[src/hw/rtl/dhs_pkg.sv]
// Package for the double hash set core: default sizes, field widths,
// command and status codes, and state types. No dependencies.
package dhs_pkg;

    localparam int TABLE_SIZE_DEF    = 97;
    localparam int STEP_PRIME_DEF    = 89;
    localparam int ELEMENT_BYTES_DEF = 4;

    localparam int ELEM_W       = 32;
    localparam int STATUS_W     = 2;
    localparam int SLOT_OUT_W   = 7;
    localparam int PROBES_OUT_W = 7;
    localparam int OUT_TDATA_W  = 16;

    localparam logic CMD_INSERT = 1'b0;
    localparam logic CMD_LOOKUP = 1'b1;

    typedef enum logic [STATUS_W-1:0] {
        STATUS_INSERTED  = 2'd0,
        STATUS_FOUND     = 2'd1,
        STATUS_NOT_FOUND = 2'd2,
        STATUS_FULL      = 2'd3
    } t_status;

    typedef enum logic [2:0] {
        S_CLEAR,
        S_IDLE,
        S_HASH,
        S_PROBE,
        S_DONE
    } t_state;

    typedef enum logic [2:0] {
        H_IDLE,
        H_QUOT,
        H_REM,
        H_FIX,
        H_TQUOT,
        H_TREM,
        H_DONE
    } t_hash_state;

endpackage

[src/hw/rtl/dhs_ram.sv]
// Generic simple dual-port RAM: one write port, one read port with
// registered read data. No dependencies.
module dhs_ram #(
    parameter int WIDTH = 33,
    parameter int DEPTH = 97
) (
    input  logic                     i_clk,
    input  logic                     i_wr_en,
    input  logic [$clog2(DEPTH)-1:0] i_wr_addr,
    input  logic [WIDTH-1:0]         i_wr_data,
    input  logic                     i_rd_en,
    input  logic [$clog2(DEPTH)-1:0] i_rd_addr,
    output logic [WIDTH-1:0]         o_rd_data
);

    logic [WIDTH-1:0] r_mem [DEPTH];
    logic [WIDTH-1:0] r_rd_data;

    always_ff @(posedge i_clk) begin
        if (i_wr_en) begin
            r_mem[i_wr_addr] <= i_wr_data;
        end
        if (i_rd_en) begin
            r_rd_data <= r_mem[i_rd_addr];
        end
    end

    assign o_rd_data = r_rd_data;

endmodule

[src/hw/rtl/dhs_hash.sv]
// Hash unit: forms the signed byte key of an element and reduces it by
// reciprocal multiplication to the home slot and the probe step. Depends on dhs_pkg.
module dhs_hash import dhs_pkg::*; #(
    parameter int TABLE_SIZE    = TABLE_SIZE_DEF,
    parameter int STEP_PRIME    = STEP_PRIME_DEF,
    parameter int ELEMENT_BYTES = ELEMENT_BYTES_DEF
) (
    input  logic                          i_clk,
    input  logic                          i_rst_n,
    input  logic                          i_start,
    input  logic [ELEM_W-1:0]             i_element,
    output logic                          o_done,
    output logic [$clog2(TABLE_SIZE)-1:0] o_h1,
    output logic [$clog2(TABLE_SIZE)-1:0] o_step
);

    localparam int SLOT_W  = $clog2(TABLE_SIZE);
    localparam int STEP_W  = $clog2(STEP_PRIME + 1);
    localparam int MAG_W   = 8 + ELEMENT_BYTES;
    localparam int KEY_W   = MAG_W + 1;
    localparam int PROD_W  = 2 * MAG_W;
    localparam int TPROD_W = 2 * STEP_W + SLOT_W + 1;

    localparam logic [63:0] ALL1_M   = 64'hFFFF_FFFF_FFFF_FFFF % TABLE_SIZE;
    localparam logic [63:0] ALL1_S   = 64'hFFFF_FFFF_FFFF_FFFF % STEP_PRIME;
    localparam logic [63:0] WRAP_M64 = (ALL1_M + 64'd1) % TABLE_SIZE;
    localparam logic [63:0] WRAP_S64 = (ALL1_S + 64'd1) % STEP_PRIME;

    localparam logic [PROD_W-1:0]  RECIP_M = PROD_W'((64'd1 << MAG_W) / TABLE_SIZE);
    localparam logic [PROD_W-1:0]  RECIP_S = PROD_W'((64'd1 << MAG_W) / STEP_PRIME);
    localparam logic [TPROD_W-1:0] RECIP_T = TPROD_W'((64'd1 << STEP_W) / TABLE_SIZE);
    localparam logic [PROD_W-1:0]  MUL_M   = PROD_W'(TABLE_SIZE);
    localparam logic [PROD_W-1:0]  MUL_S   = PROD_W'(STEP_PRIME);
    localparam logic [TPROD_W-1:0] MUL_T   = TPROD_W'(TABLE_SIZE);

    localparam logic [SLOT_W:0] MOD_M  = (SLOT_W+1)'(TABLE_SIZE);
    localparam logic [STEP_W:0] MOD_S  = (STEP_W+1)'(STEP_PRIME);
    localparam logic [SLOT_W:0] WRAP_M = WRAP_M64[SLOT_W:0];
    localparam logic [STEP_W:0] WRAP_S = WRAP_S64[STEP_W:0];

    t_hash_state r_state, n_state;

    logic [MAG_W-1:0]  r_mag;
    logic              r_neg;
    logic [MAG_W-1:0]  r_qm;
    logic [MAG_W-1:0]  r_qs;
    logic [SLOT_W-1:0] r_rm;
    logic [STEP_W-1:0] r_rs;
    logic [STEP_W-1:0] r_h2;
    logic [STEP_W-1:0] r_qt;
    logic [SLOT_W-1:0] r_rt;

    logic [63:0]             v_elem64;
    logic [7:0]              v_byte;
    logic signed [KEY_W-1:0] v_term;
    logic signed [KEY_W-1:0] v_key;
    logic [KEY_W-1:0]        v_neg_key;
    logic [MAG_W-1:0]        v_mag;

    logic [PROD_W-1:0]  v_prod_m, v_prod_s;
    logic [PROD_W-1:0]  v_diff_m, v_diff_s;
    logic [TPROD_W-1:0] v_prod_t, v_diff_t;
    logic [SLOT_W:0]    v_rm_raw, v_rm_red;
    logic [STEP_W:0]    v_rs_raw, v_rs_red;
    logic [SLOT_W:0]    v_rt_raw, v_rt_red;
    logic [SLOT_W:0]    v_h1_fix;
    logic [STEP_W:0]    v_ks_fix;
    logic [STEP_W:0]    v_h2;

    // key over the bytes, low byte first, bytes above the word count as zero
    always_comb begin
        v_elem64 = {32'd0, i_element};
        v_key    = '0;
        v_byte   = '0;
        v_term   = '0;
        for (int n = 0; n < ELEMENT_BYTES; n++) begin
            v_byte = v_elem64[8*n +: 8];
            v_term = KEY_W'($signed(v_byte)) + KEY_W'(5);
            v_key  = v_key + (v_term <<< (ELEMENT_BYTES - 1 - n));
        end
        v_neg_key = -v_key;
        v_mag     = v_key[KEY_W-1] ? v_neg_key[MAG_W-1:0] : v_key[MAG_W-1:0];
    end

    // quotient estimate is exact or one low; one compare and subtract corrects it
    always_comb begin
        v_prod_m = PROD_W'(r_mag) * RECIP_M;
        v_prod_s = PROD_W'(r_mag) * RECIP_S;
        v_diff_m = PROD_W'(r_mag) - PROD_W'(r_qm) * MUL_M;
        v_diff_s = PROD_W'(r_mag) - PROD_W'(r_qs) * MUL_S;
        v_rm_raw = v_diff_m[SLOT_W:0];
        v_rm_red = (v_rm_raw >= MOD_M) ? v_rm_raw - MOD_M : v_rm_raw;
        v_rs_raw = v_diff_s[STEP_W:0];
        v_rs_red = (v_rs_raw >= MOD_S) ? v_rs_raw - MOD_S : v_rs_raw;

        v_prod_t = TPROD_W'(r_h2) * RECIP_T;
        v_diff_t = TPROD_W'(r_h2) - TPROD_W'(r_qt) * MUL_T;
        v_rt_raw = v_diff_t[SLOT_W:0];
        v_rt_red = (v_rt_raw >= MOD_M) ? v_rt_raw - MOD_M : v_rt_raw;

        // negative keys wrap through 2^64
        if (!r_neg) begin
            v_h1_fix = {1'b0, r_rm};
            v_ks_fix = {1'b0, r_rs};
        end else begin
            v_h1_fix = ({1'b0, r_rm} <= WRAP_M) ? WRAP_M - {1'b0, r_rm}
                                                : WRAP_M + MOD_M - {1'b0, r_rm};
            v_ks_fix = ({1'b0, r_rs} <= WRAP_S) ? WRAP_S - {1'b0, r_rs}
                                                : WRAP_S + MOD_S - {1'b0, r_rs};
        end
        v_h2 = MOD_S - v_ks_fix;
    end

    always_comb begin
        n_state = r_state;
        unique case (r_state)
            H_IDLE: begin
                if (i_start) n_state = H_QUOT;
            end
            H_QUOT: begin
                n_state = H_REM;
            end
            H_REM: begin
                n_state = H_FIX;
            end
            H_FIX: begin
                n_state = H_TQUOT;
            end
            H_TQUOT: begin
                n_state = H_TREM;
            end
            H_TREM: begin
                n_state = H_DONE;
            end
            H_DONE: begin
                n_state = H_IDLE;
            end
            default: n_state = H_IDLE;
        endcase
    end

    always_comb begin
        o_done = (r_state == H_DONE);
        o_h1   = r_rm;
        o_step = r_rt;
    end

    always_ff @(posedge i_clk) begin
        if (!i_rst_n) begin
            r_state <= H_IDLE;
        end else begin
            r_state <= n_state;
        end
    end

    always_ff @(posedge i_clk) begin
        unique case (r_state)
            H_IDLE: begin
                if (i_start) begin
                    r_mag <= v_mag;
                    r_neg <= v_key[KEY_W-1];
                end
            end
            H_QUOT: begin
                r_qm <= v_prod_m[MAG_W +: MAG_W];
                r_qs <= v_prod_s[MAG_W +: MAG_W];
            end
            H_REM: begin
                r_rm <= v_rm_red[SLOT_W-1:0];
                r_rs <= v_rs_red[STEP_W-1:0];
            end
            H_FIX: begin
                r_rm <= v_h1_fix[SLOT_W-1:0];
                r_h2 <= v_h2[STEP_W-1:0];
            end
            H_TQUOT: begin
                r_qt <= v_prod_t[STEP_W +: STEP_W];
            end
            H_TREM: begin
                r_rt <= v_rt_red[SLOT_W-1:0];
            end
            H_DONE: begin
                r_rt <= r_rt;
            end
            default: begin
                r_rt <= r_rt;
            end
        endcase
    end

endmodule

[src/hw/rtl/double_hash_set_core.sv]
// Double hash set core: open-addressed table of elements in one RAM,
// probed with double hashing. Depends on dhs_pkg, dhs_hash and dhs_ram.
//
//   Channel | Direction | Signals                   | Contents
//   --------+-----------+---------------------------+---------------------------------
//   s       | in        | i_s_tvalid / o_s_tready   | tuser: command; tdata: element
//   m       | out       | o_m_tvalid / i_m_tready   | tuser: status; tdata: slot, probes
//
// One transaction at a time. The result is valid after five hash steps, one hand-off,
// one RAM read, one compare per probe and one output load. The next request is taken
// only after that output load, so transactions never overlap.
// After reset a clearing pass writes every RAM slot empty; no request
// is taken meanwhile. A result waiting on the m side stalls only the final step.
module double_hash_set_core import dhs_pkg::*; #(
    parameter int TABLE_SIZE    = TABLE_SIZE_DEF,
    parameter int STEP_PRIME    = STEP_PRIME_DEF,
    parameter int ELEMENT_BYTES = ELEMENT_BYTES_DEF
) (
    input  logic                   i_clk,
    input  logic                   i_rst_n,
    input  logic                   i_s_tvalid,
    output logic                   o_s_tready,
    input  logic [ELEM_W-1:0]      i_s_tdata,   // [31:0] element
    input  logic                   i_s_tuser,   // [0] command
    output logic                   o_m_tvalid,
    input  logic                   i_m_tready,
    output logic [OUT_TDATA_W-1:0] o_m_tdata,   // [6:0] slot, [13:7] probes, [15:14] zero
    output logic [STATUS_W-1:0]    o_m_tuser    // [1:0] status
);

    localparam int SLOT_W  = $clog2(TABLE_SIZE);
    localparam int PROBE_W = $clog2(TABLE_SIZE + 1);
    localparam int ENTRY_W = ELEM_W + 1;

    localparam logic [63:0]       MASK64    = (64'd1 << (8 * ELEMENT_BYTES)) - 64'd1;
    localparam logic [ELEM_W-1:0] ELEM_MASK = (ELEMENT_BYTES >= 4) ? '1 : MASK64[ELEM_W-1:0];
    localparam logic [SLOT_W:0]   MOD_M     = (SLOT_W+1)'(TABLE_SIZE);
    localparam logic [SLOT_W-1:0] LAST_SLOT = SLOT_W'(TABLE_SIZE - 1);
    localparam logic [PROBE_W-1:0] LAST_PROBE = PROBE_W'(TABLE_SIZE - 1);

    t_state r_state, n_state;

    logic              r_cmd;
    logic [ELEM_W-1:0] r_elem;
    logic [SLOT_W-1:0] r_idx;
    logic [SLOT_W-1:0] r_step;
    logic [SLOT_W-1:0] r_eval_idx;
    logic              r_rd_valid;
    logic [PROBE_W-1:0] r_cnt;
    logic [SLOT_W-1:0] r_clr_addr;

    t_status            r_res_status;
    logic [SLOT_W-1:0]  r_res_slot;
    logic [PROBE_W-1:0] r_res_probes;

    logic                    r_out_valid;
    t_status                 r_out_status;
    logic [SLOT_OUT_W-1:0]   r_out_slot;
    logic [PROBES_OUT_W-1:0] r_out_probes;

    logic s_accept;
    logic out_load;

    logic              hash_done;
    logic [SLOT_W-1:0] hash_h1;
    logic [SLOT_W-1:0] hash_step;

    logic               ram_wr_en;
    logic [SLOT_W-1:0]  ram_wr_addr;
    logic [ENTRY_W-1:0] ram_wr_data;
    logic               ram_rd_en;
    logic [ENTRY_W-1:0] ram_rd_data;

    logic               v_filled;
    logic               v_match;
    logic               v_hit;
    logic               v_finish;
    t_status            v_status;
    logic [SLOT_W-1:0]  v_slot;
    logic [PROBE_W-1:0] v_probes;
    logic [SLOT_W:0]    v_sum;
    logic [SLOT_W-1:0]  v_next_idx;
    logic [31:0]        v_slot32;
    logic [31:0]        v_probes32;

    dhs_hash #(
        .TABLE_SIZE    (TABLE_SIZE),
        .STEP_PRIME    (STEP_PRIME),
        .ELEMENT_BYTES (ELEMENT_BYTES)
    ) u_hash (
        .i_clk     (i_clk),
        .i_rst_n   (i_rst_n),
        .i_start   (s_accept),
        .i_element (i_s_tdata & ELEM_MASK),
        .o_done    (hash_done),
        .o_h1      (hash_h1),
        .o_step    (hash_step)
    );

    dhs_ram #(
        .WIDTH (ENTRY_W),
        .DEPTH (TABLE_SIZE)
    ) u_ram (
        .i_clk     (i_clk),
        .i_wr_en   (ram_wr_en),
        .i_wr_addr (ram_wr_addr),
        .i_wr_data (ram_wr_data),
        .i_rd_en   (ram_rd_en),
        .i_rd_addr (r_idx),
        .o_rd_data (ram_rd_data)
    );

    // evaluate the slot read in the previous cycle
    always_comb begin
        v_filled = ram_rd_data[ELEM_W];
        v_match  = (ram_rd_data[ELEM_W-1:0] == r_elem);
        v_hit    = 1'b0;
        v_status = (r_cmd == CMD_INSERT) ? STATUS_FULL : STATUS_NOT_FOUND;
        v_slot   = '0;
        unique case (r_cmd)
            CMD_INSERT: begin
                if (!v_filled) begin
                    v_hit    = 1'b1;
                    v_status = STATUS_INSERTED;
                    v_slot   = r_eval_idx;
                end
            end
            CMD_LOOKUP: begin
                if (!v_filled) begin
                    v_hit    = 1'b1;
                    v_status = STATUS_NOT_FOUND;
                end else if (v_match) begin
                    v_hit    = 1'b1;
                    v_status = STATUS_FOUND;
                    v_slot   = r_eval_idx;
                end
            end
            default: v_hit = 1'b0;
        endcase
        v_probes = r_cnt + 1'b1;
        v_finish = (r_state == S_PROBE) && r_rd_valid && (v_hit || (r_cnt == LAST_PROBE));

        v_sum      = {1'b0, r_idx} + {1'b0, r_step};
        v_next_idx = (v_sum >= MOD_M) ? SLOT_W'(v_sum - MOD_M) : v_sum[SLOT_W-1:0];

        v_slot32   = 32'(r_res_slot);
        v_probes32 = 32'(r_res_probes);
    end

    always_comb begin
        n_state = r_state;
        unique case (r_state)
            S_CLEAR: begin
                if (r_clr_addr == LAST_SLOT) n_state = S_IDLE;
            end
            S_IDLE: begin
                if (s_accept) n_state = S_HASH;
            end
            S_HASH: begin
                if (hash_done) n_state = S_PROBE;
            end
            S_PROBE: begin
                if (v_finish) n_state = S_DONE;
            end
            S_DONE: begin
                if (out_load) n_state = S_IDLE;
            end
            default: n_state = S_CLEAR;
        endcase
    end

    always_comb begin
        o_s_tready  = (r_state == S_IDLE);
        s_accept    = i_s_tvalid && (r_state == S_IDLE);
        out_load    = (r_state == S_DONE) && (!r_out_valid || i_m_tready);
        ram_rd_en   = (r_state == S_PROBE);
        ram_wr_en   = (r_state == S_CLEAR) ||
                      ((r_state == S_PROBE) && r_rd_valid && (r_cmd == CMD_INSERT) && !v_filled);
        ram_wr_addr = (r_state == S_CLEAR) ? r_clr_addr : r_eval_idx;
        ram_wr_data = (r_state == S_CLEAR) ? '0 : {1'b1, r_elem};
        o_m_tvalid  = r_out_valid;
        o_m_tuser   = r_out_status;
        o_m_tdata   = {2'b00, r_out_probes, r_out_slot};
    end

    always_ff @(posedge i_clk) begin
        if (!i_rst_n) begin
            r_state     <= S_CLEAR;
            r_clr_addr  <= '0;
            r_rd_valid  <= 1'b0;
            r_out_valid <= 1'b0;
        end else begin
            r_state <= n_state;
            if (r_state == S_CLEAR) begin
                r_clr_addr <= r_clr_addr + 1'b1;
            end
            if (r_state == S_PROBE && !v_finish) begin
                r_rd_valid <= 1'b1;
            end else begin
                r_rd_valid <= 1'b0;
            end
            if (out_load) begin
                r_out_valid <= 1'b1;
            end else if (i_m_tready) begin
                r_out_valid <= 1'b0;
            end
        end
    end

    always_ff @(posedge i_clk) begin
        if (s_accept) begin
            r_cmd  <= i_s_tuser;
            r_elem <= i_s_tdata & ELEM_MASK;
        end
        if (r_state == S_HASH && hash_done) begin
            r_idx  <= hash_h1;
            r_step <= hash_step;
            r_cnt  <= '0;
        end
        if (r_state == S_PROBE) begin
            r_idx      <= v_next_idx;
            r_eval_idx <= r_idx;
            if (r_rd_valid && !v_finish) begin
                r_cnt <= v_probes;
            end
        end
        if (v_finish) begin
            r_res_status <= v_status;
            r_res_slot   <= v_slot;
            r_res_probes <= v_probes;
        end
        if (out_load) begin
            r_out_status <= r_res_status;
            r_out_slot   <= v_slot32[SLOT_OUT_W-1:0];
            r_out_probes <= v_probes32[PROBES_OUT_W-1:0];
        end
    end

endmodule
[config.mk]
export PLATFORM = sky130hd
export DESIGN_NAME = double_hash_set_core
export DESIGN_NICKNAME = d
export VERILOG_FILES = /design/src/hw/rtl/dhs_pkg.sv /design/src/hw/rtl/dhs_ram.sv /design/src/hw/rtl/dhs_hash.sv /design/src/hw/rtl/double_hash_set_core.sv
export SDC_FILE = /design/constraint.sdc
export NUM_CORES = 2
export LEC_CHECK = 0
export ABC_CLOCK_PERIOD_IN_PS = 5800
export BUFFER_PORTS_ARGS = -buffer_cell sky130_fd_sc_hd__buf_2
export CELL_PAD_IN_SITES_DETAIL_PLACEMENT = 0
export CELL_PAD_IN_SITES_GLOBAL_PLACEMENT = 2
export CORE_MARGIN = 5
export CORE_UTILIZATION = 51
export CTS_CLUSTER_DIAMETER = 120
export CTS_CLUSTER_SIZE = 25
export DETAILED_ROUTE_END_ITERATION = 16
export HOLD_SLACK_MARGIN = 0.08
export PLACE_DENSITY_LB_ADDON = 0.1
export RECOVER_POWER = 25
export SETUP_SLACK_MARGIN = 0.5
export SLEW_MARGIN = 0
export SYNTH_ARGS = -nofsm -noshare
export SYNTH_HDL_FRONTEND = slang
export SYNTH_SLANG_ARGS = --single-unit
[constraint.sdc]
create_clock -name i_clk -period 5.8 [get_ports i_clk]
set_input_delay 0.87 -clock i_clk [delete_from_list [all_inputs] [get_ports i_clk]]
set_output_delay 0.87 -clock i_clk [all_outputs]
set_load 0.02 [all_outputs]
# --- After elaboration in Yosys (flattened, before gate mapping) ---
# Memory sizes are Yosys's and may differ from the RTL's. A register that Yosys moved wholly into a read port is not among the register bits.
# Cells that the tools add are included.
totals:
  output_inout_bits: 20
  ff_bits: 161
  memories: 1
  word_cells: 145
  ramBits: 3201
  input_bits: 37
mem_list:
  columns: ["memory", "words", "width", "read_ports", "rd_clocked_by_memory_dff", "wr", "line", "source"]
  rows:
  - ["u_ram.r_mem", 97, 33, 1, 1, 1, "dhs_ram.sv:16", "logic [WIDTH-1:0] r_mem [DEPTH];"]
classes:
  n_lt_le_gt_ge: 6
  n_eq_ne: 20
  bitwise_logic: 1
  muxes: 43
  n_reduce_logical: 23
  n_addsub: 22
  mul: 4
ops:
  columns: ["op", "count"]
  rows:
  - ["$mux W7", 17]
  - ["$add A8 B4 Y9 const B", 4]
  - ["$mul A12 B5 Y17 const B", 2]
  - ["$mux W33", 1]
  - ["$eq A32 B32 Y1", 1]
  - ["$pmux W7 S2", 2]
  - ["$sub A7 B7 Y7 const B", 4]
  - ["$add A13 B13 Y13", 2]
  - ["$ge A8 B7 Y1 const B", 3]
  - ["$mux W3", 6]
  - ["$pmux W3 S6", 1]
  - ["$mul A6 B7 Y8 const B", 2]
  - ["$sub A8 B8 Y8", 2]
  - ["$pmux W3 S5", 1]
  - ["$add A7 B1 Y7 const B", 2]
  - ["$eq A7 B7 Y1 const B", 2]
  - ["$sub A5 B7 Y7 const A", 2]
  - ["$sub A7 B7 Y7 const A", 2]
  - ["$add A13 B9 Y13", 1]
  - ["$eq A3 B2 Y1 const B", 4]
  - ["$eq A3 B3 Y1 const B", 4]
  - ["$mux W12", 1]
  - ["$neg A12 Y12", 1]
  - ["$logic_and A1 B1 Y1", 9]
  - ["19 further kinds", 43]

# --- Depth between registers and ports, before layout ---
depth:
  depth_word: 10
  ltp_mapped: 17
  mapped_depth_nobuf: 16

# --- Hierarchy ---
# A second synthesis with hierarchy kept.
hier_totals:
  hier_cells: 6294
  hier_area_um2: 136079.3
modules_own_cells:
  columns: ["module", "area_per_inst_um2", "instances", "cells_each", "seq_area_each_um2"]
  rows:
  - ["dhs_ram", 123526.0, 1, 5089, 97113.1]
  - ["dhs_hash", 7543.5, 1, 800, 1651.6]
  - ["double_hash_set_core", 5009.8, 1, 405, 2962.8]

# --- Worst setup path after synthesis ---
# OpenSTA, ideal clock, no wires.
synth_timing:
  path_type: "register -> register"
  startpoint: "register r_state[2]"
  endpoint: "memory u_ram.r_mem[96][0] (enable)"
  slack_ns: 1.133
  stages_incl_launch_ff: 8
  period_less_slack_ns: 4.667
  setup_time_ns: 0.471
  arrival_ns: 4.196
  required_ns: 5.329
  path_buffers: 1
  cell_sequence: "dfxtp_1 nor3_2 inv_1 a21oi_2 nand2b_1 or3_1 clkbuf_1 nor3b_1"
synth_via:
  elab_chain_cells: 7
  word_cells_on_any_way: 9
  classes_between: "eq/ne: 1; mux: 3; reduce/logical: 5"
synth_lines:
  columns: ["element", "line", "source"]
  rows:
  - ["from (decl)", "double_hash_set_core.sv:41", "t_state r_state, n_state;"]
  - ["from (signal assigned)", "double_hash_set_core.sv:193", "r_state <= n_state;"]
  - ["$eq A3 B2 Y1", "double_hash_set_core.sv:178", "((r_state == S_PROBE) && r_rd_valid && (r_cmd == CMD_INSERT) && !v_filled);"]
  - ["$logic_and A1 B1 Y1 (3 in series)", "double_hash_set_core.sv:178", null]
  - ["$logic_or A1 B1 Y1", "double_hash_set_core.sv:177", "ram_wr_en = (r_state == S_CLEAR) ||"]
  - ["$mux W1", "dhs_ram.sv:20", "if (i_wr_en) begin"]
  - ["$mux W1 (implied by the code)", "dhs_ram.sv:21", "r_mem[i_wr_addr] <= i_wr_data;"]
  - ["to (decl)", "dhs_ram.sv:16", null]
# Parallel ways exist; a longest one is shown, timed or not.

# --- Worst setup path after layout ---
layout_timing:
  startpoint: "register r_state[1]"
  endpoint: "memory u_ram.r_mem[44][23], data pin"
layout_via:
  elab_chain_cells: 2
layout_lines:
  columns: ["element", "line", "source"]
  rows:
  - ["$logic_not A3 Y1", "double_hash_set_core.sv:180", "ram_wr_data = (r_state == S_CLEAR) ? '0 : {1'b1, r_elem};"]
  - ["$mux W33", "double_hash_set_core.sv:180", null]
  - ["named net ram_wr_data[23]", "double_hash_set_core.sv:70", "logic [ENTRY_W-1:0] ram_wr_data;"]
# The timed path passes the listed nets, and every way through them passes these cells.

==> out/qor.yml <==
cap_viol_max_count: 10
violations: "capacitance limit, slew limit"
cts_resized: 0
syn_area_per_cell_um2: 22.1
grt_use_met3: 0.0528
synthTopCellsByCount: "3373 x edfxtp_1, 980 x mux4_2, 188 x inv_1"
antenna_found_initial: 27
grt_pass1_vias: 63780
routed_wirelength_um: 359000
period_needed_ns: 5.03
powerDensity_nw_per_um2: 309
crit_type: "flip-flop to flip-flop"
die_w_um: 525
clock_latency_ns: 0.88
hpwl_um: 213000
finalNetCount: 6513
cts_tree: "built"
ys.flop_type: "edfxtp_1"
multi_input_area_um2: 32100
cts-buffers-inserted: 154
rsz0062_at_grt: "false"
cts-root-buf: "clkbuf_16"
routed_via_density: 6.46
area_delta_synth_final_pct: 7.67
grt_usage: 0.260
met1_usage: 0.387
io_buffers: 54
initial_utilization: 0.511
end_kind: "flip-flop"
hold_slack_ns: 0.169
routedWlPerCell_um: 36.3
grt-ovfl-total: 0
final_util: 0.550
seqCellArea_um2: 102000
use_met2: 0.402
grt_pass1_wl_um: 506000
htreeDepth: 4
grt_max_degree: 107
clk_pin_slew_ns: 0.10
drc: 0
synth_seq_area_share: 0.753
netlist.area_leader.share: 0.750
ys_types: 73
dr.pass1.iters: 7
status: "finished with violations"
cp_max_fo: 81
finalMaxSlewViolations: 357
ys_top_cells_by_area: "edfxtp_1 75%, mux4_2 16%, ha_1 1.3%"
drt_iter0_markers: 9325
fp-row-count: 189
dieArea_um2: 275000
gp_congestion: 0.878
fin_crit_sh: 0.867
fp.dieH_um: 525
setup_viol: 0
vias: 63764
crit_arrival_ns: 5.66
fin_tns_setup_ns: 0
max-vdd-ir-drop_mv: 0.375
fmax_mhz: 199
coreArea_um2: 264000
grt-busiest-layer: "met2"
setup.worst_path.start_class: "flip-flop"
power_uw: 44900
ys_warn_count: 0
synth_cells: 6118
clockBufferDepth: 3
post_cts_buffers: 0
max_slew_margin: -0.666
leakage_uw: 0.0455
place_inst: 9667
cts.sinks: 3395
finClkSkew_ns: 0.0481
fin_cells: 9871
postCtsHoldBufs: 0
required_ns: 6.43
nFillCells: 19992
synth_most_common_cell: "edfxtp_1"
final_antenna_net_count: 0
synth_top_area_cell: "edfxtp_1"
hp-class: "input pin to flip-flop"
synth-seq-cells: 3395
synth_area_um2: 135000
num_io_pins: 57
async_flop_share: 0
drive_gt1_frac: 0.240
synth_enable_flop_cells: 3373
worstMarginPinSlew_ns: 2.50
finalHoldViolations: 0
sequential cells by signal, indices dropped and copies added (netlist names), 12 cells and up:
name	cells
u_hash.r_mag	12
u_ram.o_rd_data	33
r_elem	32
u_ram.r_mem	3201
per-layer routing:
metal  part of all wire  wire, um
met3              0.091     32500
met5                  0         0
met2               0.47    168000
met4              0.029     10500
met1               0.41    148000
worst max-delay path: stages (launching register included):
cell      delay, ns
dfxtp_1        0.71
nor3_1         0.29
inv_4          0.57
clkbuf_2       1.44
and2_2         1.12
buf_4          0.51
cells by family after synthesis:
kind of cell	count (synthesis)	synth area share
buffers and inverters	467	0.0149
adder cells (fa/ha/maj)	186	0.0200
AO/OA/AOI/OAI	343	0.0161
AND/OR/NAND/NOR	564	0.0206
other	1	0.0000278
flip-flops	3395	0.753
multiplexers	1015	0.166
XOR/XNOR	147	0.00953
final timing paths:
| path | slack (ns) | startpoint | cells past startpoint | to |
|---|---|---|---|---|
| setup / recovery | 0.77 | r_state[1] | 5 | u_ram.r_mem[44][23] |
| setup reg to reg | 0.77 | r_state[1] | 5 | u_ram.r_mem[44][23] |
| hold / removal | 0.17 | i_s_tuser | 1 | r_cmd |
| hold reg to reg | 0.42 | u_hash.o_step[1] | 0 | r_step[1] |
through the flow:
stage | worst slack (ns) | instance area, um2
CTS | 1.33 | 146000
global placement | 0.685 | 142000
floorplan | 1.13 | 135000
finish | 0.772 | 145000
global route | 0.581 | 145000
detailed placement | 0.687 | 142000
power breakdown:
part | total (uW) | internal [uW] | switching (uW)
sequential | 28000 | 27800 | 169
combinational | 4590 | 1590 | 3000
clock | 12400 | 4960 | 7400
layout make-up:
cell class	instances	area share
Antenna cell	9	0.000155
Clock buffer	178	0.0273
Clock inverter	17	0.00157
Inverter	188	0.00487
Multi-Input combinational cell	2257	0.221
Sequential cell	3395	0.699
Tap cell	3533	0.0304
Timing Repair Buffer	294	0.0159
layout by cell type, fill, tap and decap left out, drive strengths merged, types with 9 or more instances in the layout:
cell type,Yosys,layout
edfxtp,3373,3373
mux4,980,980
clkbuf,131,247
buf,148,225
inv,188,197
nor2,179,179
ha,136,136
nand2,104,104
o21ai,90,90
xnor2,74,74
xor2,73,73
nor2b,71,71
a21oi,69,69
nand3,52,52
fa,50,50
a31oi,44,44
and2,34,34
mux2i,33,33
nor3,25,25
o211ai,25,25
o22ai,23,23
a211oi,23,23
dfxtp,22,22
nand4,17,17
o21a,14,14
nand3b,14,14
nor4,13,13
and3,12,12
or3,10,10
diode,0,9
o31ai,9,9
nor3b,9,9
Note: power is estimated with default switching activity, not from simulation.
